--- config.mk ---
export PLATFORM = sky130hd
export DESIGN_NAME = timed_message_stream_filter
export DESIGN_NICKNAME = d
export VERILOG_FILES = /design/src/hw/rtl/tmsf_pkg.sv /design/src/hw/rtl/tmsf_front.sv /design/src/hw/rtl/tmsf_queue.sv /design/src/hw/rtl/tmsf_back.sv /design/src/hw/rtl/timed_message_stream_filter.sv
export SDC_FILE = /design/constraint.sdc
export NUM_CORES = 2
export LEC_CHECK = 0
export BUFFER_PORTS_ARGS = -buffer_cell sky130_fd_sc_hd__buf_2
export CAP_MARGIN = 20
export CELL_PAD_IN_SITES_DETAIL_PLACEMENT = 1
export CELL_PAD_IN_SITES_GLOBAL_PLACEMENT = 1
export CORE_UTILIZATION = 55
export DETAILED_ROUTE_END_ITERATION = 10
export PLACE_DENSITY = 0.83
export SLEW_MARGIN = 5
export SYNTH_ARGS = -nofsm -noshare
export SYNTH_HDL_FRONTEND = slang
export SYNTH_HIERARCHICAL = 1
export SYNTH_SLANG_ARGS = --single-unit
--- constraint.sdc ---
create_clock -name clk -period 11.9 [get_ports clk]
set_clock_uncertainty 0.2 [all_clocks]
set_input_delay 1.785 -clock clk [delete_from_list [all_inputs] [get_ports clk]]
set_output_delay 1.785 -clock clk [all_outputs]
set_load 0.005 [all_outputs]
--- src/hw/rtl/tmsf_pkg.sv ---
// tmsf_pkg: shared types and constants for the timed message stream filter
// no dependencies; imported by every module of the filter

package tmsf_pkg;

  // header geometry: three little-endian 32-bit words
  localparam int unsigned HDR_BYTES = 12;
  localparam logic [3:0]  HDR_LAST  = 4'd11;

  // configuration register indexes
  localparam logic [1:0] CFG_TYPE_LIMIT = 2'd0;
  localparam logic [1:0] CFG_TIME_SLACK = 2'd1;

  // register reset values
  localparam logic [31:0] TYPE_LIMIT_RST = 32'd4;
  localparam logic [7:0]  TIME_SLACK_RST = 8'd2;

  // one queue entry: either a whole kept header or a single payload byte
  typedef struct packed {
    logic        is_header;
    logic        last;
    logic [95:0] data;
  } tmsf_entry_t;

  // queue occupancy flags seen by front and back
  typedef struct packed {
    logic full;
    logic empty;
  } tmsf_qstat_t;

endpackage

--- src/hw/rtl/tmsf_front.sv ---
// tmsf_front: byte parser, keep decision and configuration registers
// depends on tmsf_pkg; pushes work into tmsf_queue

module tmsf_front (
  input  logic                 clk,
  input  logic                 rst,
  input  logic                 in_valid,
  output logic                 in_stall,
  input  logic [7:0]           in_byte,
  input  logic                 cfg_we,
  input  logic [1:0]           cfg_index,
  input  logic [31:0]          cfg_data,
  input  tmsf_pkg::tmsf_qstat_t qstat,
  output logic                 push,
  output tmsf_pkg::tmsf_entry_t push_entry
);
  import tmsf_pkg::*;

  logic        in_payload;
  logic [3:0]  header_index;
  logic [87:0] hdr;
  logic [31:0] payload_left;
  logic        keep_current;
  logic [31:0] max_time_seen;
  logic [31:0] type_limit;
  logic [7:0]  time_slack;

  logic        accept;
  logic        last_hdr;
  logic [95:0] full_hdr;
  logic [31:0] msg_type;
  logic [31:0] msg_time;
  logic [31:0] msg_len;
  logic [31:0] slack_sum;
  logic        type_ok;
  logic        newer;
  logic        keep;

  assign in_stall = qstat.full;
  assign accept   = in_valid && !qstat.full;
  assign last_hdr = !in_payload && (header_index == HDR_LAST);

  // complete header as it stands with the current byte on top
  assign full_hdr  = {in_byte, hdr};
  assign msg_type  = full_hdr[31:0];
  assign msg_time  = full_hdr[63:32];
  assign msg_len   = full_hdr[95:64];
  assign slack_sum = msg_time + {24'd0, time_slack};
  assign type_ok   = (msg_type != 32'd0) && (msg_type <= type_limit);
  assign newer     = msg_time > max_time_seen;
  assign keep      = type_ok && (newer || (slack_sum > max_time_seen));

  always_comb begin
    push_entry = '0;
    if (in_payload) begin
      push                 = accept && keep_current;
      push_entry.is_header = 1'b0;
      push_entry.last      = (payload_left == 32'd1);
      push_entry.data      = {88'd0, in_byte};
    end else begin
      push                 = accept && last_hdr && keep;
      push_entry.is_header = 1'b1;
      push_entry.last      = (msg_len == 32'd0);
      push_entry.data      = full_hdr;
    end
  end

  always_ff @(posedge clk) begin
    if (rst) begin
      type_limit <= TYPE_LIMIT_RST;
      time_slack <= TIME_SLACK_RST;
    end else if (cfg_we) begin
      case (cfg_index)
        CFG_TYPE_LIMIT: type_limit <= cfg_data;
        CFG_TIME_SLACK: time_slack <= cfg_data[7:0];
        default: ;
      endcase
    end
  end

  always_ff @(posedge clk) begin
    if (rst) begin
      in_payload    <= 1'b0;
      header_index  <= '0;
      payload_left  <= '0;
      keep_current  <= 1'b0;
      max_time_seen <= '0;
    end else if (accept) begin
      if (in_payload) begin
        payload_left <= payload_left - 32'd1;
        if (payload_left == 32'd1) begin
          in_payload   <= 1'b0;
          keep_current <= 1'b0;
        end
      end else if (last_hdr) begin
        header_index <= '0;
        payload_left <= msg_len;
        in_payload   <= (msg_len != 32'd0);
        keep_current <= keep && (msg_len != 32'd0);
        if (type_ok && newer) begin
          max_time_seen <= msg_time;
        end
      end else begin
        header_index <= header_index + 4'd1;
      end
    end
  end

  // header byte capture, no reset needed
  always_ff @(posedge clk) begin
    if (accept && !in_payload && !last_hdr) begin
      for (int j = 0; j < HDR_BYTES - 1; j++) begin
        if (header_index == j[3:0]) begin
          hdr[j*8 +: 8] <= in_byte;
        end
      end
    end
  end

`ifndef SYNTHESIS
  a_hdr_index_range: assert property (@(posedge clk) disable iff (rst)
    header_index <= HDR_LAST)
    else $error("header index past last header byte");

  a_payload_nonzero: assert property (@(posedge clk) disable iff (rst)
    in_payload |-> (payload_left != 32'd0) && (header_index == 4'd0))
    else $error("payload phase with nothing left or header half collected");
`endif

endmodule

--- src/hw/rtl/tmsf_queue.sv ---
// tmsf_queue: small first-word-fall-through queue between front and back
// depends on tmsf_pkg for the entry and status types

module tmsf_queue #(
  parameter int DEPTH = 4
) (
  input  logic                  clk,
  input  logic                  rst,
  input  logic                  push,
  input  tmsf_pkg::tmsf_entry_t push_entry,
  input  logic                  pop,
  output tmsf_pkg::tmsf_entry_t head,
  output tmsf_pkg::tmsf_qstat_t qstat
);
  import tmsf_pkg::*;

  localparam int AW = (DEPTH > 1) ? $clog2(DEPTH) : 1;
  localparam int CW = $clog2(DEPTH + 1);
  localparam logic [AW-1:0] PTR_LAST = AW'(DEPTH - 1);
  localparam logic [CW-1:0] CNT_FULL = CW'(DEPTH);

  tmsf_entry_t       slots [DEPTH];
  logic [AW-1:0]     wr_ptr;
  logic [AW-1:0]     rd_ptr;
  logic [CW-1:0]     count;

  assign head        = slots[rd_ptr];
  assign qstat.full  = (count == CNT_FULL);
  assign qstat.empty = (count == '0);

  always_ff @(posedge clk) begin
    if (push) begin
      slots[wr_ptr] <= push_entry;
    end
  end

  always_ff @(posedge clk) begin
    if (rst) begin
      wr_ptr <= '0;
      rd_ptr <= '0;
      count  <= '0;
    end else begin
      if (push) begin
        wr_ptr <= (wr_ptr == PTR_LAST) ? '0 : wr_ptr + AW'(1);
      end
      if (pop) begin
        rd_ptr <= (rd_ptr == PTR_LAST) ? '0 : rd_ptr + AW'(1);
      end
      case ({push, pop})
        2'b10:   count <= count + CW'(1);
        2'b01:   count <= count - CW'(1);
        default: count <= count;
      endcase
    end
  end

`ifndef SYNTHESIS
  a_no_overrun: assert property (@(posedge clk) disable iff (rst)
    !(push && qstat.full) && !(pop && qstat.empty))
    else $error("queue pushed when full or popped when empty");
`endif

endmodule

--- src/hw/rtl/tmsf_back.sv ---
// tmsf_back: output stage, serialises kept headers and passes payload bytes
// depends on tmsf_pkg; pops entries from tmsf_queue

module tmsf_back (
  input  logic                  clk,
  input  logic                  rst,
  input  tmsf_pkg::tmsf_entry_t head,
  input  tmsf_pkg::tmsf_qstat_t qstat,
  output logic                  pop,
  output logic                  out_valid,
  input  logic                  out_stall,
  output logic [7:0]            out_byte,
  output logic                  msg_last
);
  import tmsf_pkg::*;

  tmsf_entry_t cur;
  logic        cur_valid;
  logic [3:0]  cnt;
  logic        take;
  logic        done;
  logic        load;

  assign out_valid = cur_valid;
  assign out_byte  = cur.is_header ? cur.data[{cnt, 3'b000} +: 8] : cur.data[7:0];
  assign msg_last  = cur.is_header ? (cur.last && (cnt == HDR_LAST)) : cur.last;

  assign take = cur_valid && !out_stall;
  assign done = !cur.is_header || (cnt == HDR_LAST);
  assign load = !cur_valid || (take && done);
  assign pop  = load && !qstat.empty;

  always_ff @(posedge clk) begin
    if (rst) begin
      cur_valid <= 1'b0;
      cnt       <= '0;
    end else if (take && !done) begin
      cnt <= cnt + 4'd1;
    end else if (load) begin
      cur_valid <= !qstat.empty;
      cnt       <= '0;
    end
  end

  always_ff @(posedge clk) begin
    if (pop) begin
      cur <= head;
    end
  end

`ifndef SYNTHESIS
  a_byte_count: assert property (@(posedge clk) disable iff (rst)
    (cnt <= HDR_LAST) && ((cur_valid && !cur.is_header) ? (cnt == 4'd0) : 1'b1))
    else $error("header byte count out of range or set on a payload byte");
`endif

endmodule

--- src/hw/rtl/timed_message_stream_filter.sv ---
// timed_message_stream_filter: top level of the message filter
// depends on tmsf_pkg, tmsf_front, tmsf_queue and tmsf_back

// Filters a byte stream of messages, each a 12-byte header (type, time and
// payload length as little-endian 32-bit words) followed by its payload.
// A message is kept when its type lies from one to type_limit and its time
// is newer than the running maximum (which then moves up) or within
// time_slack of it. A kept message comes out as its 12 header bytes, then
// its payload bytes; msg_last marks its final byte. The input takes one byte
// per cycle. A kept header leaves as 12 output transactions from one queue
// entry, serialised by the output stage, so the output sets the pace: the
// input stalls only while the DEPTH-entry queue between the parser and the
// output stage is full. A kept header is pushed on its twelfth byte and its
// payload bytes queue up behind it while the header is serialised, so up to
// twelve entries wait; the default depth of 13 keeps the input at one byte
// per cycle unless the output stalls. A kept header or payload byte passes
// through a queue slot and then the output stage register. Configuration
// writes (index 0 type_limit, index 1 time_slack) take effect on the next
// cycle; other indexes are ignored.

module timed_message_stream_filter #(
  parameter int DEPTH = 13
) (
  input  logic        clk,
  input  logic        rst,
  // input byte stream
  input  logic        in_valid,
  output logic        in_stall,
  input  logic [7:0]  in_byte,
  // kept message stream
  output logic        out_valid,
  input  logic        out_stall,
  output logic [7:0]  out_byte,
  output logic        msg_last,
  // configuration writes
  input  logic        cfg_we,
  input  logic [1:0]  cfg_index,
  input  logic [31:0] cfg_data
);
  import tmsf_pkg::*;

  // front to queue
  logic        push;
  tmsf_entry_t push_entry;
  // queue to back
  logic        pop;
  tmsf_entry_t head;
  tmsf_qstat_t qstat;

  // parser and keep decision
  tmsf_front u_front (
    .clk        (clk),
    .rst        (rst),
    .in_valid   (in_valid),
    .in_stall   (in_stall),
    .in_byte    (in_byte),
    .cfg_we     (cfg_we),
    .cfg_index  (cfg_index),
    .cfg_data   (cfg_data),
    .qstat      (qstat),
    .push       (push),
    .push_entry (push_entry)
  );

  // decouples parsing from output back-pressure
  tmsf_queue #(
    .DEPTH (DEPTH)
  ) u_queue (
    .clk        (clk),
    .rst        (rst),
    .push       (push),
    .push_entry (push_entry),
    .pop        (pop),
    .head       (head),
    .qstat      (qstat)
  );

  // header serialiser and output register
  tmsf_back u_back (
    .clk       (clk),
    .rst       (rst),
    .head      (head),
    .qstat     (qstat),
    .pop       (pop),
    .out_valid (out_valid),
    .out_stall (out_stall),
    .out_byte  (out_byte),
    .msg_last  (msg_last)
  );

endmodule

Word level (Yosys, flattened, before mapping)
Memory sizes are Yosys's and may differ from the RTL's. A register that Yosys moved wholly into a read port is not among the register bits.
Cells that the tools add are included.
{ "totals": {"ff_bits": 215, "ram_bits": 1274, "inputBits": 47, "out_inout_bits": 11, "wordCells": 132, "n_memories": 1} }
{ "mem_list": {"columns": ["memory", "depth", "word_bits", "read_ports", "rd_clocked_by_memory_dff", "write_ports", "line_no", "text"], "rows": [
  ["u_queue.slots", 13, 98, 1, 1, 1, "tmsf_queue.sv:22", "tmsf_entry_t slots [DEPTH];"]
]} }
{ "classes": {"n_addsub": 8, "n_lt_le_gt_ge": 3, "n_eq_ne": 20, "n_shift": 1, "n_mux": 20, "bitwise": 2, "n_reduce_logical": 54} }
{ "ops": {"columns": ["cell", "n"], "rows": [
  ["2-to-1 mux 98 bit", 1],
  ["variable part select 96 x 8 -> 8 bit", 1],
  ["greater-than comparator 32 bit", 2],
  ["2-to-1 mux 32 bit", 2],
  ["nonzero test 32 bit", 2],
  ["adder 32 x 8 -> 32 bit", 1],
  ["== test 32 x 1 -> 1 bit (second input constant)", 1],
  ["== test 4 bit (second input constant)", 8],
  ["less-or-equal comparator 32 bit", 1],
  ["logical NOT 32 bit", 1],
  ["AND reduction 2 bit", 16],
  ["subtractor 32 x 1 -> 32 bit (second input constant)", 1],
  ["adder 4 x 1 -> 4 bit (second input constant)", 5],
  ["2-to-1 mux 4 bit", 5],
  ["== test 4 x 3 -> 1 bit (second input constant)", 4],
  ["logical AND 1 bit", 16],
  ["2-to-1 mux 1 bit", 10],
  ["== test 4 x 2 -> 1 bit (second input constant)", 2],
  ["logical NOT 1 bit", 8],
  ["logical NOT 4 bit", 2],
  ["2-to-1 mux 8 bit", 1],
  ["one-hot mux 4 bit (2 select lines)", 1],
  ["nonzero test 2 bit", 3],
  ["== test 2 x 1 -> 1 bit (second input constant)", 2],
  ["9 further kinds", 12]
]} }

Logic depth before layout (Yosys ltp)
{ "depth": {"depth_word": 8, "mapped_depth": 26, "depth_no_buf": 26} }

Cells and area by module
The synthesis kept the hierarchy.
{ "modules_own_cells": {"columns": ["module", "instances", "cells_each", "area_per_inst_um2", "seq_area_each_um2"], "rows": [
  ["tmsf_queue", 1, 2075, 48612.9, 38577.0],
  ["tmsf_front", 1, 1274, 11598.6, 4844.6],
  ["tmsf_back", 1, 208, 4028.9, 3042.9]
]} }

Least setup slack after synthesis
Ideal clock, no wire load.
{ "synth_timing": {"path_kind": "register to register", "start": "reg u_front.hdr[32]", "end": "reg u_queue.wr_ptr[0]", "setup_time_ns": 0.120, "arrival_time_ns": 8.828, "required_time_ns": 11.580, "setup_slack_ns": 2.752, "stages_incl_launch_ff": 21, "path_buffers": 0, "period_less_slack_ns": 9.148, "cell_sequence": "edfxtp_1 -> ha_1 -> inv_1 -> fa_1 -> nor2b_1 -> o21ai_0 -> a21boi_0 -> o21ai_1 -> a2111oi_2 -> nand3_1 -> xnor2_1 -> ha_1 -> nand4_1 -> or4_1 -> o211ai_1 -> a2bb2oi_1 -> o21ai_1 -> nand2_1 -> nor2_1 -> or2_2 -> nor2_1"} }
{ "synth_via": {"elab_chain_len": 6, "word_cells_on_any_way": 7, "cone_classes": "add/sub: 1; order compare: 2; mux: 1; reduce/logical: 3"} }
{ "synth_lines": {"columns": ["element", "line_no", "text"], "rows": [
  ["start, declared", "tmsf_front.sv:21", "logic [87:0] hdr;"],
  ["start signal, assigned by index", "tmsf_front.sv:114", "hdr[j*8 +: 8] <= in_byte;"],
  ["adder 32 x 8 -> 32 bit", "tmsf_front.sv:48", "assign slack_sum = msg_time + {24'd0, time_slack};"],
  ["greater-than comparator 32 bit", "tmsf_front.sv:51", "assign keep = type_ok && (newer || (slack_sum > max_time_seen));"],
  ["logical OR 1 bit *", "tmsf_front.sv:51", null],
  ["logical AND 1 bit *", "tmsf_front.sv:51", null],
  ["logical AND 1 bit *", "tmsf_front.sv:61", "push = accept && last_hdr && keep;"],
  ["2-to-1 mux 1 bit *", "tmsf_front.sv:55", "if (in_payload) begin"],
  ["via push", "timed_message_stream_filter.sv:43", "logic push;"],
  ["end signal, assigned", "tmsf_queue.sv:44", "wr_ptr <= (wr_ptr == PTR_LAST) ? '0 : wr_ptr + AW'(1);"],
  ["end, declared", "tmsf_queue.sv:23", "logic [AW-1:0] wr_ptr;"]
]} }
Mark *: on every way through the listed nets, which the timed path passes. The rest lies on a longest branch.
A chain may end at the register's enable or synchronous reset.

Final worst setup path
{ "layout_timing": {"start": "reg u_front.hdr[33]", "end": "mem u_queue/slots[2][25] in the netlist's numbering (enable)"} }
{ "layout_via": {"elab_chain_len": 8, "word_cells_on_any_way": 9, "cone_classes": "add/sub: 1; order compare: 2; mux: 3; reduce/logical: 3"} }
{ "layout_lines": {"columns": ["element", "line_no", "text"], "rows": [
  ["adder 32 x 8 -> 32 bit", "tmsf_front.sv:48", null],
  ["greater-than comparator 32 bit", "tmsf_front.sv:51", null],
  ["logical OR 1 bit *", "tmsf_front.sv:51", null],
  ["logical AND 1 bit *", "tmsf_front.sv:51", null],
  ["logical AND 1 bit *", "tmsf_front.sv:61", null],
  ["2-to-1 mux 1 bit *", "tmsf_front.sv:55", null],
  ["via push", "timed_message_stream_filter.sv:43", null],
  ["2-to-1 mux 1 bit *", "tmsf_queue.sv:32", "if (push) begin"],
  ["2-to-1 mux 1 bit (not written as such) *", "tmsf_queue.sv:33", "slots[wr_ptr] <= push_entry;"],
  ["end, declared", "tmsf_queue.sv:22", null]
]} }
Marks and branches as above.

==> metrics.md <==
| Metric | Value |
|---|---|
| Detailed-route wire length per cell | `roughly 36 um` |
| Sequential cell area fraction in the yosys report | `0.723` |
| Die height | `around 340 um` |
| Pre-Repair DR Iteration Count | `5` |
| # fillers | `10,000` |
| Clk root buf | `clkbuf_16` |
| Worst EP required | `12.09 ns` |
| Most common cell in the synthesized netlist | `edfxtp_1` |
| Final Net Count | `between 3,000 and 4,000` |
| Worst Hold Class | `reg2reg` |
| Largest net degree at the start of global routing | `110` |
| Synth area leader | `edfxtp_1` |
| Synth area leaders | `edfxtp_1, mux4_2, dfxtp_1` |
| Yosys cell types | `73` |
| Overall power | `between 10 and 15 mW` |
| All-Layer GR Usage | `0.325` |
| Fin Setup TNS | `0 ns` |
| Vias in the first global route | `around 38,000` |
| Hold buffers post-CTS | `0` |
| Fin. max-slew vios | `0` |
| FMAX | `about 0.13 GHz` |
| EDFF count, synth | `approximately 1,500` |
| Yosys top cell area share | `0.682` |
| Total wire length | `approximately 190,000 um` |
| Endpoints failing setup | `0` |
| I/O pin count | `58` |
| Ys async rst share | `0` |
| Total number of vias | `between 30,000 and 40,000` |
| Mean Syn Cell Area | `between 15 and 20 um^2` |
| LEAKAGE | `22.7 nW` |
| Min cycle time layout | `roughly 7.8 ns` |
| Pwr dens | `around 200 nW/um^2` |
| Register-to-Register Path Depth | `18` |
| Post-CTS sizing | `0` |
| Area after DPL | `66,300 um^2` |
| Max-Cap Viols | `0` |
| H-tree depth | `4` |
| Yosys warning count | `6` |
| Post-CTS setup buffer count | `0` |
| Layout area overhead | `11.7%` |
| Hpwl dp | `about 110,000 um` |
| Grt ovf | `0` |
| CP Class | `reg2reg` |
| Final instance area | `between 70,000 and 80,000 um^2` |
| R2R setup slack | `slightly above 4 ns` |
| Final ANT Viol Nets | `0` |
| Maximum VDD drop | `~0.18 mV` |
| Post-Synthesis Cells | `3,557` |
| Startpoint types | `flop` |
| CTS buffer count | `159` |
| Vias per inst | `about 6.9` |
| Flops & latches, synth | `1,591` |
| Share of layout cells above drive strength 1 | `0.196` |
| CTS max path bufs | `3` |
| Worst r2r dst | `u_queue/slots[2][25]` |
| Status | `finished, final reports clean` |
| Die width | `roughly 340 um` |
| CP arrival | `just under 8 ns` |
| Main synth FF type | `edfxtp_1` |
| Crit path to | `u_queue/slots[2][25]` |
| Die area | `about 120,000 um^2` |
| Top cells by count, synth | `edfxtp_1, mux4_2, a21oi_1, nand2_1, dfxtp_1` |
| Crit path max fanout | `50` |
| Drt initial violations | `5,233` |
| CTS tree | `yes` |
| Initial Utilization | `0.554` |
| # DRC | `0` |
| Slew HR | `0.192` |
| Post-synthesis instance area | `roughly 64,000 um^2` |
| Critical path origin | `u_front/hdr[33]` |
| Worst slew pin tran | `1.21 ns` |
| First-pass GRT wire length | `271,000 um` |
| CTS clk-pin slew, worst paths | `about 0.06 ns` |
| Final estimated routing congestion in global placement | `around 0.85` |
| CP endpoint kind | `flop` |
| Reg2Reg Launch Point | `u_front/hdr[33]` |
| Final Hold Viols | `0` |
| Core Footprint | `116,000 um^2` |
| Final period util | `0.652` |
| RSZ-0062 raised after global routing | `false` |
| CTS sink cnt | `about 1,600` |
| Syn Nets | `3,725` |
| Rows | `~130` |
| I/O Buffers | `between 50 and 60` |
| Clk_lat worst skew | `around 0.79 ns` |
| Initial antenna violation count | `7` |
## per-layer routing
layer / global-route usage / up-vias / wire length (um)
met5: 0 / - / 34
met4: 0.141 / 4 / 8260
met3: 0.0914 / 457 / 22100
met2: 0.509 / 2732 / 90700
met1: 0.430 / 19100 / 70100
li1: - / 14700 / -
## cells in the final DEF, fill, tap and decap left out, drive strengths merged, types with 73 or more instances in the layout
| cell type | Yosys | routed |
|---|---|---|
| a21oi | 209 | 209 |
| buf | 92 | 180 |
| clkbuf | 95 | 213 |
| dfxtp | 131 | 131 |
| edfxtp | 1460 | 1460 |
| ha | 120 | 120 |
| inv | 93 | 97 |
| mux2i | 130 | 130 |
| mux4 | 310 | 310 |
| nand2 | 189 | 189 |
| nor2 | 73 | 73 |
| nor2b | 96 | 96 |
| o22ai | 104 | 104 |
## power by group
group          internal (mW)  total, mW  switching [mW]
clock                   2.81       5.05            2.24
sequential              6.38       6.57           0.183
combinational          0.984       2.41            1.42
total                   10.2       14.0            3.85
## kinds of logic (layout without fill, tap and decap cells)
family / after synthesis / after routing / share of synthesized area
flops: 1591 / 1591 / 0.723
simple gates: 578 / 578 / 0.0472
compound gates: 500 / 500 / 0.0470
mux: 449 / 449 / 0.132
buf+inv: 282 / 568 / 0.0219
fa+ha+maj: 121 / 121 / 0.0237
xor+xnor: 36 / 36 / 0.00491
other cells: 0 / 3 / 0
## worst max-delay path, stage by stage, from the launching register on
cell       delay (ns)
edfxtp_1         0.45
ha_1             0.31
a21o_1           0.12
a21oi_1          0.12
o21ai_0          0.27
nand3_1          0.16
a21oi_1          0.83
nand4_1          0.24
xnor2_1          0.19
ha_1             0.30
nand4_1          0.12
or4_1            0.56
o211ai_1         0.18
a2bb2oi_1        0.14
o21ai_1          0.53
inv_1            0.24
nor3_1           0.58
and2_4           0.89
buf_4            0.81
## flip-flops by register name, summed over array words and instances (netlist names), 4 cells and up, named ones only
| signal | flops |
|---|---|
| u_front/max_time_seen | 32 |
| u_queue/count | 4 |
| u_front/payload_left | 32 |
| u_back/cur | 98 |
| u_queue/slots | 1274 |
| u_queue/rd_ptr | 4 |
| u_queue/wr_ptr | 4 |
| u_back/cnt | 4 |
| u_front/header_index | 4 |
| u_front/type_limit | 32 |
| u_front/time_slack | 8 |
| u_front/hdr | 88 |
## final cells by class
| cell class | instances | area [um^2] | share of cell area |
|---|---|---|---|
| well taps | 1524 | 1910 | 0.0266 |
| flip-flops and latches | 1591 | 46500 | 0.648 |
| inverters | 95 | 357 | 0.00497 |
| repair buffers | 183 | 1370 | 0.0190 |
| clock buffers | 210 | 4230 | 0.0590 |
| multi-input cells | 1684 | 16500 | 0.230 |
| diodes | 3 | 7.51 | 0.000105 |
| clock inverters | 80 | 912 | 0.0127 |
## worst min path at each step
stage | start | end | cells after the start
after floorplan | u_front/type_limit[10] | u_front/type_limit[10] | 2
after global placement | u_front/type_limit[21] | u_front/type_limit[21] | 2
after detailed placement | u_front/type_limit[1] | u_front/type_limit[1] | 2
after CTS | u_front/type_limit[1] | u_front/type_limit[1] | 2
after global routing | u_front/type_limit[25] | u_front/type_limit[25] | 2
final | u_front/type_limit[1] | u_front/type_limit[1] | 2
## metrics by stage
stage               hold slack (ns)  worst slack, ns  instances   util
detailed placement            0.250             4.52       5043  0.571
global placement              0.245             4.78       5037  0.571
CTS                           0.259             4.33       5333  0.615
finish                        0.256             4.14       5370  0.619
floorplan                     0.236             2.75       3557      -
global route                  0.280             3.92       5368  0.619
No activity file was read; power rests on OpenSTA's default activity.
